[config.mk]
export PLATFORM = sky130hd
export DESIGN_NAME = logistic_loss_sigmoid_stream_core_flat
export DESIGN_NICKNAME = d
export VERILOG_FILES = /design/src/llss_pkg.sv /design/src/llss_if.sv /design/src/logistic_loss_sigmoid_stream_core.sv /design/src/llss_front.sv /design/src/llss_fifo.sv /design/src/llss_div.sv /design/src/llss_back.sv /design/src/flat_wrapper.sv
export SDC_FILE = /design/constraint.sdc
export NUM_CORES = 2
export LEC_CHECK = 0
export BUFFER_PORTS_ARGS = -buffer_cell sky130_fd_sc_hd__buf_2
export CAP_MARGIN = 5
export CORE_ASPECT_RATIO = 1.5
export CORE_UTILIZATION = 45
export CTS_BUF_LIST = sky130_fd_sc_hd__clkbuf_4
export CTS_CLUSTER_DIAMETER = 30
export CTS_CLUSTER_SIZE = 8
export DETAILED_ROUTE_END_ITERATION = 10
export SLEW_MARGIN = 0
export SYNTH_ARGS = -nofsm -noshare
export SYNTH_HDL_FRONTEND = slang
export SYNTH_SLANG_ARGS = --single-unit
[constraint.sdc]
create_clock -name clock -period 11.5 [get_ports clock]
set_clock_uncertainty 0.2 [all_clocks]
set_input_delay 3.45 -clock clock [delete_from_list [all_inputs] [get_ports clock]]
set_output_delay 3.45 -clock clock [all_outputs]
set_load 0.01 [all_outputs]
[src/llss_pkg.sv]
`timescale 1ns / 1ps
// Shared types, widths and constants of the logistic loss / sigmoid stream core.
// No dependencies.
package llss_pkg;

   localparam int MARGIN_W      = 24;
   localparam int LOSS_W        = 24;
   localparam int COUNT_W       = 32;
   localparam int FRAC_BITS_DEF = 16;
   localparam int SUM_BITS_DEF  = 48;
   localparam int QUEUE_DEPTH   = 2;
   localparam int EXP_TERMS     = 20;
   localparam int LOG_TERMS     = 16;
   localparam int WHOLE_LIMIT   = 32;

   // Classified sample as it travels from the front end to the evaluator.
   typedef struct packed {
      logic signed [MARGIN_W-1:0] margin;
      logic [MARGIN_W-1:0]        mag;
      logic                       label;
      logic                       last_sample;
      logic                       exp_zero;
   } llss_item_type;

   typedef struct packed {
      logic full;
      logic not_empty;
   } llss_q_status_type;

   // exp(-f) in Q32, truncated Taylor series; elaboration time only.
   function automatic logic [63:0] exp_neg_frac_q32(input logic [63:0] f);
      logic [63:0] v;
      logic [63:0] term;
      v    = 64'd1 << 32;
      term = 64'd1 << 32;
      for (int k = 1; k <= EXP_TERMS; k++) begin
         term = ((term * f) >> 32) / 64'(k);
         if (k % 2 == 1) v = v - term;
         else            v = v + term;
      end
      return v;
   endfunction

   // exp(-1) in Q32 as the rounded square of exp(-1/2).
   function automatic logic [31:0] exp_neg_one_q32();
      logic [63:0] h;
      logic [63:0] p;
      h = exp_neg_frac_q32(64'h8000_0000);
      p = h * h + (64'd1 << 31);
      return p[63:32];
   endfunction

   localparam logic [31:0] EXP_NEG_ONE = exp_neg_one_q32();

endpackage

[src/llss_if.sv]
`timescale 1ns / 1ps
// Sample and result channels of the logistic loss core (valid/ready).
// Depends on llss_pkg.
interface llss_req_if;
   logic                                 valid;
   logic                                 ready;
   logic signed [llss_pkg::MARGIN_W-1:0] margin;
   logic                                 label;
   logic                                 last_sample;

   modport source(output valid, margin, label, last_sample, input ready);
   modport sink(input valid, margin, label, last_sample, output ready);
endinterface

interface llss_rsp_if #(
   parameter int FRAC_BITS = llss_pkg::FRAC_BITS_DEF,
   parameter int SUM_BITS  = llss_pkg::SUM_BITS_DEF
);
   logic                           valid;
   logic                           ready;
   logic [FRAC_BITS:0]             probability;
   logic [llss_pkg::LOSS_W-1:0]    sample_loss;
   logic [SUM_BITS-1:0]            total_loss;
   logic [llss_pkg::COUNT_W-1:0]   sample_count;
   logic                           is_last;

   modport source(output valid, probability, sample_loss, total_loss, sample_count,
                  is_last, input ready);
   modport sink(input valid, probability, sample_loss, total_loss, sample_count,
                is_last, output ready);
endinterface

[src/logistic_loss_sigmoid_stream_core.sv]
`timescale 1ns / 1ps
// Logistic loss and sigmoid stream core: top level. Depends on llss_pkg, llss_if,
// llss_front, llss_fifo and llss_back.
// Sequence: one sample takes 38 divider passes, plus one exp(-1) step per whole unit
//   of |margin|, or 18 passes when |margin| >= 32; all passes go through the shared
//   divider. The evaluator takes a new sample only once it is done with the last;
//   the queue takes two more samples meanwhile.
// Reset (synchronous, active high): queue emptied, loss sum and count cleared.
module logistic_loss_sigmoid_stream_core #(
   parameter int FRAC_BITS = llss_pkg::FRAC_BITS_DEF,
   parameter int SUM_BITS  = llss_pkg::SUM_BITS_DEF
) (
   input  logic        clock,
   input  logic        reset,
   llss_req_if.sink    req_chan,
   llss_rsp_if.source  rsp_chan
);
   // Front/back split: the front end classifies each beat (|t|, zero-exp flag)
   // and drops it into a two-entry queue; the evaluator drains the queue one
   // sample at a time and holds its result in an output register, so a stalled
   // result side does not block the sample side until the queue fills.
   logic                        q_push;
   logic                        q_pop;
   llss_pkg::llss_item_type     push_item;
   llss_pkg::llss_item_type     pop_item;
   llss_pkg::llss_q_status_type q_status;

   llss_front #(.FRAC_BITS(FRAC_BITS)) u_front (
      .req       (req_chan),
      .q_status  (q_status),
      .push      (q_push),
      .push_item (push_item)
   );

   // Hold up to two classified samples between the two halves.
   llss_fifo #(.DEPTH(llss_pkg::QUEUE_DEPTH)) u_fifo (
      .clock     (clock),
      .reset     (reset),
      .push      (q_push),
      .push_item (push_item),
      .pop       (q_pop),
      .pop_item  (pop_item),
      .status    (q_status)
   );

   // Evaluate exp, reciprocal and log series; accumulate loss; advance the
   // running sum and count, clearing both after a beat marked last.
   llss_back #(.FRAC_BITS(FRAC_BITS), .SUM_BITS(SUM_BITS)) u_back (
      .clock   (clock),
      .reset   (reset),
      .q_valid (q_status.not_empty),
      .q_item  (pop_item),
      .q_pop   (q_pop),
      .rsp     (rsp_chan)
   );

   // The front end must never push into a full queue.
   a_no_overflow: assert property (@(posedge clock) disable iff (reset)
      !(q_push && q_status.full))
      else $error("sample pushed into full queue");

   // The evaluator only drains a queue that holds a sample.
   a_no_underflow: assert property (@(posedge clock) disable iff (reset)
      q_pop |-> q_status.not_empty)
      else $error("sample popped from empty queue");

   // No result is presented right after reset.
   a_reset_idle: assert property (@(posedge clock)
      reset |=> !rsp_chan.valid)
      else $error("result valid after reset");
endmodule

[src/llss_front.sv]
`timescale 1ns / 1ps
// Front end: take samples, form |margin| and flag margins whose exp term is zero.
// Depends on llss_pkg and llss_if.
module llss_front #(
   parameter int FRAC_BITS = llss_pkg::FRAC_BITS_DEF
) (
   llss_req_if.sink                     req,
   input  llss_pkg::llss_q_status_type  q_status,
   output logic                         push,
   output llss_pkg::llss_item_type      push_item
);
   logic [llss_pkg::MARGIN_W-1:0] mag;

   assign req.ready = !q_status.full;
   assign push      = req.valid && req.ready;

   always_comb begin
      if (req.margin[llss_pkg::MARGIN_W-1]) begin
         mag = llss_pkg::MARGIN_W'(-req.margin);
      end else begin
         mag = llss_pkg::MARGIN_W'(req.margin);
      end
      push_item.margin      = req.margin;
      push_item.mag         = mag;
      push_item.label       = req.label;
      push_item.last_sample = req.last_sample;
      push_item.exp_zero    = (mag >> FRAC_BITS) >=
                              llss_pkg::MARGIN_W'(llss_pkg::WHOLE_LIMIT);
   end
endmodule

[src/llss_fifo.sv]
`timescale 1ns / 1ps
// Short sample queue between front end and evaluator.
// Depends on llss_pkg.
module llss_fifo #(
   parameter int DEPTH = llss_pkg::QUEUE_DEPTH
) (
   input  logic                         clock,
   input  logic                         reset,
   input  logic                         push,
   input  llss_pkg::llss_item_type      push_item,
   input  logic                         pop,
   output llss_pkg::llss_item_type      pop_item,
   output llss_pkg::llss_q_status_type  status
);
   localparam int PW = (DEPTH > 1) ? $clog2(DEPTH) : 1;
   localparam int LW = $clog2(DEPTH + 1);

   llss_pkg::llss_item_type mem_ff [DEPTH];
   logic [PW-1:0] wr_ptr_ff, rd_ptr_ff, wr_ptr_in, rd_ptr_in;
   logic [LW-1:0] level_ff, level_in;

   assign status.full      = level_ff == LW'(DEPTH);
   assign status.not_empty = level_ff != '0;
   assign pop_item         = mem_ff[rd_ptr_ff];

   always_comb begin
      wr_ptr_in = wr_ptr_ff;
      rd_ptr_in = rd_ptr_ff;
      level_in  = level_ff;
      if (push) begin
         wr_ptr_in = (wr_ptr_ff == PW'(DEPTH - 1)) ? '0 : wr_ptr_ff + 1'b1;
      end
      if (pop) begin
         rd_ptr_in = (rd_ptr_ff == PW'(DEPTH - 1)) ? '0 : rd_ptr_ff + 1'b1;
      end
      if (push && !pop) level_in = level_ff + 1'b1;
      else if (pop && !push) level_in = level_ff - 1'b1;
   end

   always_ff @(posedge clock) begin
      if (reset) begin
         wr_ptr_ff <= '0;
         rd_ptr_ff <= '0;
         level_ff  <= '0;
      end else begin
         wr_ptr_ff <= wr_ptr_in;
         rd_ptr_ff <= rd_ptr_in;
         level_ff  <= level_in;
      end
   end

   always_ff @(posedge clock) begin
      if (push) mem_ff[wr_ptr_ff] <= push_item;
   end
endmodule

[src/llss_div.sv]
`timescale 1ns / 1ps
// Radix-2 restoring divider, one quotient bit per cycle; done pulses with the result.
// No dependencies.
module llss_div #(
   parameter int DVW = 49,
   parameter int DSW = 18
) (
   input  logic           clock,
   input  logic           reset,
   input  logic           start,
   input  logic [DVW-1:0] dividend,
   input  logic [DSW-1:0] divisor,
   output logic           done,
   output logic [DVW-1:0] quotient
);
   localparam int CW = $clog2(DVW + 1);

   logic           busy_ff, done_ff;
   logic [CW-1:0]  cnt_ff;
   logic [DVW-1:0] quo_ff, quo_in;
   logic [DSW-1:0] rem_ff, rem_in, dsr_ff;
   logic [DSW:0]   trial, diff;

   assign done     = done_ff;
   assign quotient = quo_ff;

   always_comb begin
      trial = {rem_ff, quo_ff[DVW-1]};
      diff  = trial - {1'b0, dsr_ff};
      if (trial >= {1'b0, dsr_ff}) begin
         rem_in = diff[DSW-1:0];
         quo_in = {quo_ff[DVW-2:0], 1'b1};
      end else begin
         rem_in = trial[DSW-1:0];
         quo_in = {quo_ff[DVW-2:0], 1'b0};
      end
   end

   always_ff @(posedge clock) begin
      if (reset) begin
         busy_ff <= 1'b0;
         done_ff <= 1'b0;
         cnt_ff  <= '0;
      end else begin
         done_ff <= 1'b0;
         if (start) begin
            busy_ff <= 1'b1;
            cnt_ff  <= CW'(DVW);
         end else if (busy_ff) begin
            cnt_ff <= cnt_ff - 1'b1;
            if (cnt_ff == CW'(1)) begin
               busy_ff <= 1'b0;
               done_ff <= 1'b1;
            end
         end
      end
   end

   always_ff @(posedge clock) begin
      if (start) begin
         quo_ff <= dividend;
         rem_ff <= '0;
         dsr_ff <= divisor;
      end else if (busy_ff) begin
         quo_ff <= quo_in;
         rem_ff <= rem_in;
      end
   end
endmodule

[src/llss_back.sv]
`timescale 1ns / 1ps
// Evaluator: sequencer over one multiplier and the divider, loss sum, result register.
// Depends on llss_pkg, llss_if and llss_div.
module llss_back #(
   parameter int FRAC_BITS = llss_pkg::FRAC_BITS_DEF,
   parameter int SUM_BITS  = llss_pkg::SUM_BITS_DEF
) (
   input  logic                     clock,
   input  logic                     reset,
   input  logic                     q_valid,
   input  llss_pkg::llss_item_type  q_item,
   output logic                     q_pop,
   llss_rsp_if.source               rsp
);
   localparam int F     = FRAC_BITS;
   localparam int DVW   = F + 33;
   localparam int DSW   = F + 2;
   localparam int SUMW1 = SUM_BITS + 1;
   localparam int LW    = llss_pkg::LOSS_W;
   localparam int CNTW  = llss_pkg::COUNT_W;

   localparam logic [3:0] S_IDLE  = 4'd0;
   localparam logic [3:0] S_EMUL  = 4'd1;
   localparam logic [3:0] S_EDIV  = 4'd2;
   localparam logic [3:0] S_EWAIT = 4'd3;
   localparam logic [3:0] S_WCHK  = 4'd4;
   localparam logic [3:0] S_WACC  = 4'd5;
   localparam logic [3:0] S_ZDIV  = 4'd6;
   localparam logic [3:0] S_ZWAIT = 4'd7;
   localparam logic [3:0] S_ZSQ   = 4'd8;
   localparam logic [3:0] S_ZSQW  = 4'd9;
   localparam logic [3:0] S_LDIV  = 4'd10;
   localparam logic [3:0] S_LWAIT = 4'd11;
   localparam logic [3:0] S_LSTEP = 4'd12;
   localparam logic [3:0] S_QDIV  = 4'd13;
   localparam logic [3:0] S_QWAIT = 4'd14;
   localparam logic [3:0] S_FIN   = 4'd15;

   logic [3:0]              state_ff, state_in;
   llss_pkg::llss_item_type item_ff, item_in;
   logic [31:0]             frac_ff, frac_in;
   logic [4:0]              whole_ff, whole_in;
   logic [4:0]              k_ff, k_in;
   logic [32:0]             v_ff, v_in, term_ff, term_in;
   logic [F:0]              e_ff, e_in, q_ff, q_in;
   logic [31:0]             z_ff, z_in, zsq_ff, zsq_in, p_ff, p_in;
   logic [33:0]             s_ff, s_in;
   logic [65:0]             prod_ff, prod_r;
   logic [32:0]             mul_a, mul_b, rnd33;

   logic                    div_start, div_done;
   logic [DVW-1:0]          div_dividend, div_quot;
   logic [DSW-1:0]          div_divisor, d_w;

   logic [SUM_BITS-1:0]     acc_ff, acc_in;
   logic [CNTW-1:0]         seen_ff, seen_in;
   logic                    out_valid_ff, out_valid_in;
   logic [F:0]              prob_ff, prob_in;
   logic [LW-1:0]           loss_ff, loss_in;
   logic [SUM_BITS-1:0]     total_ff, total_in;
   logic [CNTW-1:0]         count_ff, count_in;
   logic                    last_ff, last_in;

   logic [33:0]             v_r;
   logic [34:0]             l_r;
   logic [F:0]              ln_term, one_w;
   logic signed [26:0]      t_x, l_x, pos_x, yt_x, loss_x;
   logic [LW-1:0]           lu;
   logic [SUM_BITS:0]       sum_w;
   logic [SUM_BITS-1:0]     sum_sat;
   logic [CNTW-1:0]         seen_inc;
   logic                    fire;

   llss_div #(.DVW(DVW), .DSW(DSW)) u_div (
      .clock    (clock),
      .reset    (reset),
      .start    (div_start),
      .dividend (div_dividend),
      .divisor  (div_divisor),
      .done     (div_done),
      .quotient (div_quot)
   );

   assign q_pop             = (state_ff == S_IDLE) && q_valid;
   assign rsp.valid         = out_valid_ff;
   assign rsp.probability   = prob_ff;
   assign rsp.sample_loss   = loss_ff;
   assign rsp.total_loss    = total_ff;
   assign rsp.sample_count  = count_ff;
   assign rsp.is_last       = last_ff;

   // shared multiplier operands
   always_comb begin
      unique case (state_ff)
         S_EMUL:  begin mul_a = term_ff;         mul_b = {1'b0, frac_ff}; end
         S_WCHK:  begin mul_a = v_ff;            mul_b = {1'b0, llss_pkg::EXP_NEG_ONE}; end
         S_ZSQ:   begin mul_a = {1'b0, z_ff};    mul_b = {1'b0, z_ff}; end
         S_LWAIT: begin mul_a = {1'b0, p_ff};    mul_b = {1'b0, zsq_ff}; end
         default: begin mul_a = '0;              mul_b = '0; end
      endcase
   end

   assign prod_r = prod_ff + (66'd1 << 31);
   assign rnd33  = prod_r[64:32];
   assign d_w    = DSW'(e_ff) + (DSW'(1) << F);

   // divider commands
   always_comb begin
      div_start    = 1'b0;
      div_dividend = '0;
      div_divisor  = '0;
      unique case (state_ff)
         S_EDIV: begin
            div_start    = 1'b1;
            div_dividend = DVW'(prod_ff[63:32]);
            div_divisor  = DSW'(k_ff);
         end
         S_ZDIV: begin
            div_start    = 1'b1;
            div_dividend = {e_ff, 32'd0};
            div_divisor  = DSW'(e_ff) + (DSW'(1) << (F + 1));
         end
         S_LDIV: begin
            div_start    = 1'b1;
            div_dividend = DVW'(p_ff);
            div_divisor  = DSW'({k_ff, 1'b1});
         end
         S_QDIV: begin
            div_start    = 1'b1;
            div_dividend = (DVW'(1) << (2 * F)) + DVW'(d_w >> 1);
            div_divisor  = d_w;
         end
         default: begin
            div_start = 1'b0;
         end
      endcase
   end

   // final arithmetic: log term, loss clamp, saturating sum and count
   always_comb begin
      v_r     = {1'b0, v_ff} + (34'd1 << (31 - F));
      l_r     = {s_ff, 1'b0} + (35'd1 << (31 - F));
      ln_term = l_r[32-F +: F+1];
      one_w   = (F+1)'(1) << F;
      t_x     = 27'(item_ff.margin);
      l_x     = 27'(signed'({1'b0, ln_term}));
      pos_x   = (t_x > 27'sd0) ? t_x : 27'sd0;
      yt_x    = item_ff.label ? t_x : 27'sd0;
      loss_x  = pos_x + l_x - yt_x;
      if (loss_x < 27'sd0) begin
         lu = '0;
      end else if (loss_x > 27'sd16777215) begin
         lu = '1;
      end else begin
         lu = loss_x[LW-1:0];
      end
      sum_w    = {1'b0, acc_ff} + SUMW1'(lu);
      sum_sat  = sum_w[SUM_BITS] ? '1 : sum_w[SUM_BITS-1:0];
      seen_inc = (seen_ff == '1) ? seen_ff : seen_ff + 1'b1;
   end

   always_comb begin
      state_in     = state_ff;
      item_in      = item_ff;
      frac_in      = frac_ff;
      whole_in     = whole_ff;
      k_in         = k_ff;
      v_in         = v_ff;
      term_in      = term_ff;
      e_in         = e_ff;
      q_in         = q_ff;
      z_in         = z_ff;
      zsq_in       = zsq_ff;
      p_in         = p_ff;
      s_in         = s_ff;
      acc_in       = acc_ff;
      seen_in      = seen_ff;
      prob_in      = prob_ff;
      loss_in      = loss_ff;
      total_in     = total_ff;
      count_in     = count_ff;
      last_in      = last_ff;
      fire         = 1'b0;
      unique case (state_ff)
         S_IDLE: begin
            if (q_valid) begin
               item_in  = q_item;
               frac_in  = 32'(q_item.mag[F-1:0]) << (32 - F);
               whole_in = 5'(q_item.mag >> F);
               v_in     = 33'd1 << 32;
               term_in  = 33'd1 << 32;
               k_in     = 5'd1;
               e_in     = '0;
               state_in = q_item.exp_zero ? S_ZDIV : S_EMUL;
            end
         end
         S_EMUL:  state_in = S_EDIV;
         S_EDIV:  state_in = S_EWAIT;
         S_EWAIT: begin
            if (div_done) begin
               term_in = {1'b0, div_quot[31:0]};
               v_in    = k_ff[0] ? v_ff - {1'b0, div_quot[31:0]}
                                 : v_ff + {1'b0, div_quot[31:0]};
               if (k_ff == 5'(llss_pkg::EXP_TERMS)) begin
                  state_in = S_WCHK;
               end else begin
                  k_in     = k_ff + 1'b1;
                  state_in = S_EMUL;
               end
            end
         end
         S_WCHK: begin
            if (whole_ff == '0) begin
               e_in     = v_r[32-F +: F+1];
               state_in = S_ZDIV;
            end else begin
               state_in = S_WACC;
            end
         end
         S_WACC: begin
            v_in     = rnd33;
            whole_in = whole_ff - 1'b1;
            state_in = S_WCHK;
         end
         S_ZDIV:  state_in = S_ZWAIT;
         S_ZWAIT: begin
            if (div_done) begin
               z_in     = div_quot[31:0];
               state_in = S_ZSQ;
            end
         end
         S_ZSQ:   state_in = S_ZSQW;
         S_ZSQW: begin
            zsq_in   = rnd33[31:0];
            p_in     = z_ff;
            s_in     = '0;
            k_in     = '0;
            state_in = S_LDIV;
         end
         S_LDIV:  state_in = S_LWAIT;
         S_LWAIT: begin
            if (div_done) begin
               s_in     = s_ff + 34'(div_quot[31:0]);
               state_in = S_LSTEP;
            end
         end
         S_LSTEP: begin
            p_in = rnd33[31:0];
            if (k_ff == 5'(llss_pkg::LOG_TERMS - 1)) begin
               state_in = S_QDIV;
            end else begin
               k_in     = k_ff + 1'b1;
               state_in = S_LDIV;
            end
         end
         S_QDIV:  state_in = S_QWAIT;
         S_QWAIT: begin
            if (div_done) begin
               q_in     = div_quot[F:0];
               state_in = S_FIN;
            end
         end
         S_FIN: begin
            if (!out_valid_ff || rsp.ready) begin
               fire     = 1'b1;
               prob_in  = item_ff.margin[llss_pkg::MARGIN_W-1] ? one_w - q_ff : q_ff;
               loss_in  = lu;
               total_in = sum_sat;
               count_in = seen_inc;
               last_in  = item_ff.last_sample;
               acc_in   = item_ff.last_sample ? '0 : sum_sat;
               seen_in  = item_ff.last_sample ? '0 : seen_inc;
               state_in = S_IDLE;
            end
         end
         default: state_in = S_IDLE;
      endcase
      out_valid_in = fire || (out_valid_ff && !rsp.ready);
   end

   always_ff @(posedge clock) begin
      if (reset) begin
         state_ff     <= S_IDLE;
         acc_ff       <= '0;
         seen_ff      <= '0;
         out_valid_ff <= 1'b0;
      end else begin
         state_ff     <= state_in;
         acc_ff       <= acc_in;
         seen_ff      <= seen_in;
         out_valid_ff <= out_valid_in;
      end
   end

   always_ff @(posedge clock) begin
      item_ff  <= item_in;
      frac_ff  <= frac_in;
      whole_ff <= whole_in;
      k_ff     <= k_in;
      v_ff     <= v_in;
      term_ff  <= term_in;
      e_ff     <= e_in;
      q_ff     <= q_in;
      z_ff     <= z_in;
      zsq_ff   <= zsq_in;
      p_ff     <= p_in;
      s_ff     <= s_in;
      prod_ff  <= mul_a * mul_b;
      prob_ff  <= prob_in;
      loss_ff  <= loss_in;
      total_ff <= total_in;
      count_ff <= count_in;
      last_ff  <= last_in;
   end
endmodule

[src/flat_wrapper.sv]
// flat-port wrapper written by rule: the top's interface ports become plain ports
module logistic_loss_sigmoid_stream_core_flat 
#(
   parameter int FRAC_BITS = llss_pkg::FRAC_BITS_DEF,
   parameter int SUM_BITS  = llss_pkg::SUM_BITS_DEF
)
  (clock, reset, req_chan_valid, req_chan_margin, req_chan_label, req_chan_last_sample, req_chan_ready, rsp_chan_valid, rsp_chan_probability, rsp_chan_sample_loss, rsp_chan_total_loss, rsp_chan_sample_count, rsp_chan_is_last, rsp_chan_ready);
  llss_req_if req_chan_i ();
  llss_rsp_if #(.FRAC_BITS(FRAC_BITS), .SUM_BITS(SUM_BITS)) rsp_chan_i ();
  input  logic clock;
  input  logic reset;
  input wire logic [$bits(req_chan_i.valid)-1:0] req_chan_valid;
  input wire logic [$bits(req_chan_i.margin)-1:0] req_chan_margin;
  input wire logic [$bits(req_chan_i.label)-1:0] req_chan_label;
  input wire logic [$bits(req_chan_i.last_sample)-1:0] req_chan_last_sample;
  output wire logic [$bits(req_chan_i.ready)-1:0] req_chan_ready;
  output wire logic [$bits(rsp_chan_i.valid)-1:0] rsp_chan_valid;
  output wire logic [$bits(rsp_chan_i.probability)-1:0] rsp_chan_probability;
  output wire logic [$bits(rsp_chan_i.sample_loss)-1:0] rsp_chan_sample_loss;
  output wire logic [$bits(rsp_chan_i.total_loss)-1:0] rsp_chan_total_loss;
  output wire logic [$bits(rsp_chan_i.sample_count)-1:0] rsp_chan_sample_count;
  output wire logic [$bits(rsp_chan_i.is_last)-1:0] rsp_chan_is_last;
  input wire logic [$bits(rsp_chan_i.ready)-1:0] rsp_chan_ready;
  assign req_chan_i.valid = req_chan_valid;
  assign req_chan_i.margin = req_chan_margin;
  assign req_chan_i.label = req_chan_label;
  assign req_chan_i.last_sample = req_chan_last_sample;
  assign req_chan_ready = req_chan_i.ready;
  assign rsp_chan_valid = rsp_chan_i.valid;
  assign rsp_chan_probability = rsp_chan_i.probability;
  assign rsp_chan_sample_loss = rsp_chan_i.sample_loss;
  assign rsp_chan_total_loss = rsp_chan_i.total_loss;
  assign rsp_chan_sample_count = rsp_chan_i.sample_count;
  assign rsp_chan_is_last = rsp_chan_i.is_last;
  assign rsp_chan_i.ready = rsp_chan_ready;
  logistic_loss_sigmoid_stream_core #(.FRAC_BITS(FRAC_BITS), .SUM_BITS(SUM_BITS)) u_core (.clock(clock), .reset(reset), .req_chan(req_chan_i), .rsp_chan(rsp_chan_i));
endmodule
Word-level counts from Yosys, hierarchy flattened
Memories as Yosys holds them, arrays and structs flattened. A register that Yosys moved wholly into a read port is not among the register bits.
Cells that the tools add are included.

operators by class
  add/subtract/negate cells = 23
  multipliers = 1
  $lt $le $gt $ge = 5
  eq/ne operators = 29
  muxes and demuxes = 65
  bitwise operators = 1
  reduce and logical (&&, ||, !) cells = 38

operators by type and width
  operator                                                          number
  49-bit one-hot mux with 4 select lines                            1
  33-bit two-way mux                                                4
  33-bit one-hot mux with 4 select lines                            1
  32-bit one-hot mux with 4 select lines                            1
  33-bit one-hot mux with 3 select lines                            1
  49-bit two-way mux                                                2
  48-bit two-way mux                                                2
  24-bit two-way mux                                                3
  18-bit one-hot mux with 4 select lines                            1
  34-bit one-hot mux with 2 select lines                            1
  33-bit by 16-bit adder with 33-bit output, second input constant  2
  33-bit one-hot mux with 2 select lines                            1
  65-bit by 32-bit adder with 65-bit output, second input constant  1
  33-bit by 32-bit multiplier with 65-bit output                    1
  32-bit two-way mux                                                2
  32-bit one-hot mux with 2 select lines                            1
  4-bit one-hot mux with 16 select lines                            1
  27-bit two-way mux                                                2
  17-bit two-way mux                                                3
  48-bit by 24-bit adder with 49-bit output                         1
  33-bit by 17-bit adder with 34-bit output, first input constant   1
  34-bit by 32-bit adder with 34-bit output                         1
  34-bit two-way mux                                                1
  17-bit one-hot mux with 2 select lines                            1
  57 further kinds                                                  126

word-level totals
  register bits = 651
  bits in writable memories = 102
  output and inout port bits = 124
  word-level logic and storage cells = 197
  memories = 1

memories
  name                  words  width  rd ports  clocked after Yosys merged registers in  write ports  line             RTL
  u_core.u_fifo.mem_ff  2      51     1         1                                        1            llss_fifo.sv:18  llss_pkg::llss_item_type mem_ff [DEPTH];

Depth between registers and ports, before layout
  depth after elaboration = 10
  depth in mapped cells = 39
  gate-level depth less buffers = 34

Cells and area by module
A second synthesis with hierarchy kept.

second synthesis, totals
  cell total of the unflattened synthesis = 7,285
  area, all modules = 70,811.7 sq um

modules (own cells, without submodules)
  module      instances  cells each  area each (sq um)  sequential area each (sq um)
  llss_back   1          6,597       61,348.8           14,453.9
  llss_div    1          399         4,809.6            2,532.4
  llss_fifo   1          181         3,877.5            3,163.0
  llss_front  1          108         775.7              0.0

Worst setup path before layout
Ideal clock, no wire load.

  path kind = register to register
  from = reg u_core.u_back.state_ff[0]
  to = reg u_core.u_back.prod_ff[64]
  data arrival time = 8.880 ns
  data required time = 11.179 ns
  path slack = 2.299 ns
  stages on the path, launching flop included = 39
  buffers on the path = 5
  path through = dfxtp_1 > buf_6 > clkbuf_1 > nand2_1 > nor2_1 > clkbuf_1 > clkbuf_1 > nand2_1 > nand2_1 > clkbuf_1 > nand2_1 > fa_1 > inv_1 > fa_1 > fa_1 > inv_1 > fa_1 > inv_1 > (+3 left out) > inv_1 > fa_1 > inv_1 > fa_1 > inv_1 > ha_1 > and3_1 > nand4_1 > nor4_1 > and2_1 > a221oi_2 > o21ai_1 > o21ai_2 > a41oi_2 > a211oi_2 > a21oi_2 > a21oi_2 > xnor2_1

on the way
  word-level cells in the longest chain between the ends = 3
  elaborated cells on any way between the ends = 7
  those cells by class = mul: 1; eq/ne: 4; mux: 2

RTL lines
  item                                                                                                     line              RTL
  from (decl)                                                                                              llss_back.sv:39   logic [3:0] state_ff, state_in;
  from (signal assigned)                                                                                   llss_back.sv:288  state_ff <= state_in;
  4-bit equality test, or another cell as far along                                                        llss_back.sv:94   unique case (state_ff)
  33-bit one-hot mux with 4 select lines / 32-bit one-hot mux with 4 select lines (equally long branches)  llss_back.sv:94
  33-bit by 32-bit multiplier with 65-bit output *                                                         llss_back.sv:308  prod_ff <= mul_a * mul_b;
  to (signal assigned)                                                                                     llss_back.sv:308
  to (decl)                                                                                                llss_back.sv:48   logic [65:0] prod_ff, prod_r;

Mark *: on every way between the ends. The rest lies on a longest branch, timed or not.
A chain may end at the register's enable or synchronous reset.

Worst setup path after layout
  from = reg u_core.u_back.state_ff[3]
  to = reg u_core.u_back.prod_ff[64]

The elaborated chain is that of the path after synthesis.

==> results.cfg <==
[run_status]
status = finished, final reports clean

[logic_synthesis]
syn_area_mm2 = 0.0699
synthSimpleGateAreaFrac_pct = 14.4
syn_inst = 7279
ys_seq_area_share_pct = 28.4
synth_edf_count = 562
synth_top_family_by_area = adder cells
synth_mux_area_share_pct = 1.07
postSynth.asyncResetShare_pct = 0
synth-xor-area-share_pct = 3.97
ys.flop_type = edfxtp_1
synth_top_cell_area_share_pct = 27.1
synth.top_cells.by_area = fa_1 27%, edfxtp_1 24%, ha_1 7.4%, inv_1 6.7%, nand2_1 6.2%
ys.warnings.count = 0
yosysTopAreaCell = fa_1
synthAdderAreaFrac_pct = 34.5
synth.avg_cell_area_um2 = 9.60
synth_compound_area_share_pct = 9.11
synth_cell_types = 104
synth-seq-cells = 712

[place]
hpwlAfterDp_um = 184000
postPlaceCellArea_mm2 = 0.0736
gp_congestion = 0.986
port_buffers = 153

[clocking]
clkLatencyLatePin_ns = 1.10
cts_buffer_depth = 3
cts_buffers = 140
cts_setup_buffers = 0
cts_resized = 0
clock-sinks = 712
h-tree-depth = 4
cts_tree = done
cts.hold.buffers_added = 0
clk_pin_slew_worst_paths_ns = 0.09
cts_root_buf = clkbuf_4

[global_route]
grt_pass1_vias = 56945
antenna_found_initial = 10
grt_usage_pct = 30.0
grt-ovfl-total = 0
grt_max_degree = 86
grt_pass1_wl_um = 348000

[layout]
drive_gt1_share_pct = 9.19
num-nets-final = 8822
syn_to_final_growth_pct = 8.42
fin_area_mm2 = 0.0758
final_util_pct = 49.3

[drt]
dr.pass1.iters = 9
ant_nets = 0
vias_per_cell = 5.62
drt_iter0_markers = 3901
drt_wl_total_um = 232000
avgRoutedWirePerCell_um = 24.2
vias = 53923
drc = 0

[timing]
finalCritPeriodShare_pct = 92.4
period_minus_slack_ns = 10.63
hold_viol = 0
slew_violations = 0
final-setup-viol-count = 0
tightest_slew_ns = 1.21
max-slew-margin-rel_pct = 19.1
fmax_mhz = 94.1
tns_ns = 0
rsz0062_at_grt = no
timing.hold.ws_ns = 0.288

[pwr]
power_density_mw_per_mm2 = 234
p_total_mw = 17.8
ir_worst_vdd_mv = 0.205
power_leakage_nw = 33.6

[worst_setup_path]
max_stage_delay_ns = 0.62
cp-end-kind = flop
path_max_fanout = 21
cp-start-kind = flop
critical_path_required_ns = 12.33
cp-startpoint = u_core.u_back.state_ff[3]
r2r-start = u_core.u_back.state_ff[3]
worstPathArrival_ns = 11.46
rrSetupSlack_ns = 0.87
worst_path_most_repeated_cell = fa_1
crit_type = reg2reg
cp_slowest_cell = dfxtp_1

[floorplan]
core-area_mm2 = 0.154
row_count = 176
die_w_um = 324
die_height_um = 485
boundaryPins = 154
dieArea_mm2 = 0.157
initial_core_util_pct = 45.5

[min_path]
hold_path_class = reg2reg
hp-start = u_core.u_back.acc_ff[20]

[job]
cap_violations = 0
==> critical path: cells and delay by family (launching register included) <==
kind            cells  cell delay, ns
flops               1            0.62
simple gates        4            1.37
xor+xnor            1            0.12
fa+ha+maj           9            4.53
buf+inv             7            1.20
compound gates     10            2.57
==> final timing paths <==
| kind | end | cells past startpoint |
|---|---|---|
| worst max-delay path | u_core.u_back.prod_ff[64] | 31 |
| worst min-delay path | u_core.u_back.acc_ff[20] | 1 |
| worst max register to register | u_core.u_back.prod_ff[64] | 31 |
| worst min register to register | u_core.u_back.acc_ff[20] | 1 |
==> metrics by stage <==
step	std cells	worst slack (ns)
6_report	9597	0.871
5_1_grt	9596	0.567
4_1_cts	9591	1.10
3_5_place_dp	9340	1.03
3_3_place_gp	9340	1.15
2_1_floorplan	7286	2.30
==> state kept, by name, summed over array words and instances (netlist names), 5 cells and up, named ones only <==
signal	cells
u_core.u_back.acc_ff	48
u_core.u_back.e_ff	17
u_core.u_back.frac_ff	15
u_core.u_back.item_ff	26
u_core.u_back.k_ff	5
u_core.u_back.p_ff	32
u_core.u_back.prod_ff	34
u_core.u_back.q_ff	17
u_core.u_back.rsp.probability	17
u_core.u_back.rsp.sample_count	32
u_core.u_back.rsp.sample_loss	24
u_core.u_back.rsp.total_loss	48
u_core.u_back.s_ff	32
u_core.u_back.seen_ff	32
u_core.u_back.term_ff	33
u_core.u_back.u_div.cnt_ff	6
u_core.u_back.u_div.dsr_ff	18
u_core.u_back.u_div.quotient	49
u_core.u_back.u_div.rem_ff	18
u_core.u_back.v_ff	33
u_core.u_back.whole_ff	5
u_core.u_back.z_ff	32
u_core.u_back.zsq_ff	32
u_core.u_fifo.mem_ff	94
==> synth_stat cells (135+ instances only) <==
| master | n |
|---|---|
| a21oi_1 | 253 |
| clkbuf_1 | 293 |
| dfxtp_1 | 150 |
| edfxtp_1 | 562 |
| fa_1 | 946 |
| ha_1 | 411 |
| inv_1 | 1243 |
| nand2_1 | 1159 |
| nand3_1 | 135 |
| nor2_1 | 529 |
| o21ai_0 | 149 |
| xnor2_1 | 201 |
==> layout by cell type (no fill, tap or decap), types with 19 or more instances in the layout <==
cell type,count
inv_1,1241
nand2_1,1159
fa_1,946
edfxtp_1,562
nor2_1,523
ha_1,411
a21oi_1,251
xnor2_1,201
clkbuf_4,173
buf_4,172
buf_2,152
dfxtp_1,149
o21ai_0,148
nand3_1,134
a21o_1,119
xor2_1,116
and3_1,91
and2_1,84
a22oi_1,74
nor3_1,68
a31oi_1,49
nand4_1,47
mux2_2,45
nand2b_1,40
nor2b_1,39
a22o_1,31
o22ai_1,30
a222oi_1,27
o21bai_1,23
o31ai_1,22
mux2i_1,22
nor4_1,21
o21a_1,21
clkinvlp_4,21
and4_1,19
==> per-layer routing <==
| layer | GRT usage (%) | vias to the layer above | share of wire (%) |
|---|---|---|---|
| met3 | 4.94 | 738 | 6.5 |
| met5 | 0 | - | 0.015 |
| met1 | 32.8 | 27138 | 34 |
| li1 | - | 23874 | - |
| met4 | 22.8 | 6 | 9.1 |
| met2 | 51.8 | 2167 | 50 |
==> cell families (layout without fill, tap and decap cells) <==
family / after synthesis / in the layout
compound gates: 944 / 944
flops: 712 / 712
xor+xnor: 317 / 317
mux: 69 / 69
simple gates: 2307 / 2307
buf+inv: 1571 / 1829
fa+ha+maj: 1357 / 1357
other cells: 2 / 15
==> power breakdown <==
part	switching (mW)	leakage (nW)	internal (mW)	total, mW
clock	1.09	1.17	1.13	2.22
combinational	7.45	26.2	4.00	11.4
sequential	0.566	6.24	3.53	4.09
==> layout make-up <==
cell class / instances / area (um^2)
well taps: 2047 / 2560
clock inverters: 78 / 893
clock buffers: 173 / 1300
diodes: 6 / 15.0
repair buffers: 333 / 2230
multi-input cells: 5003 / 44200
inverters: 1245 / 4680
fillers: 14647 / 77900
flip-flops and latches: 712 / 19900
(Power assumes the default switching activity.)
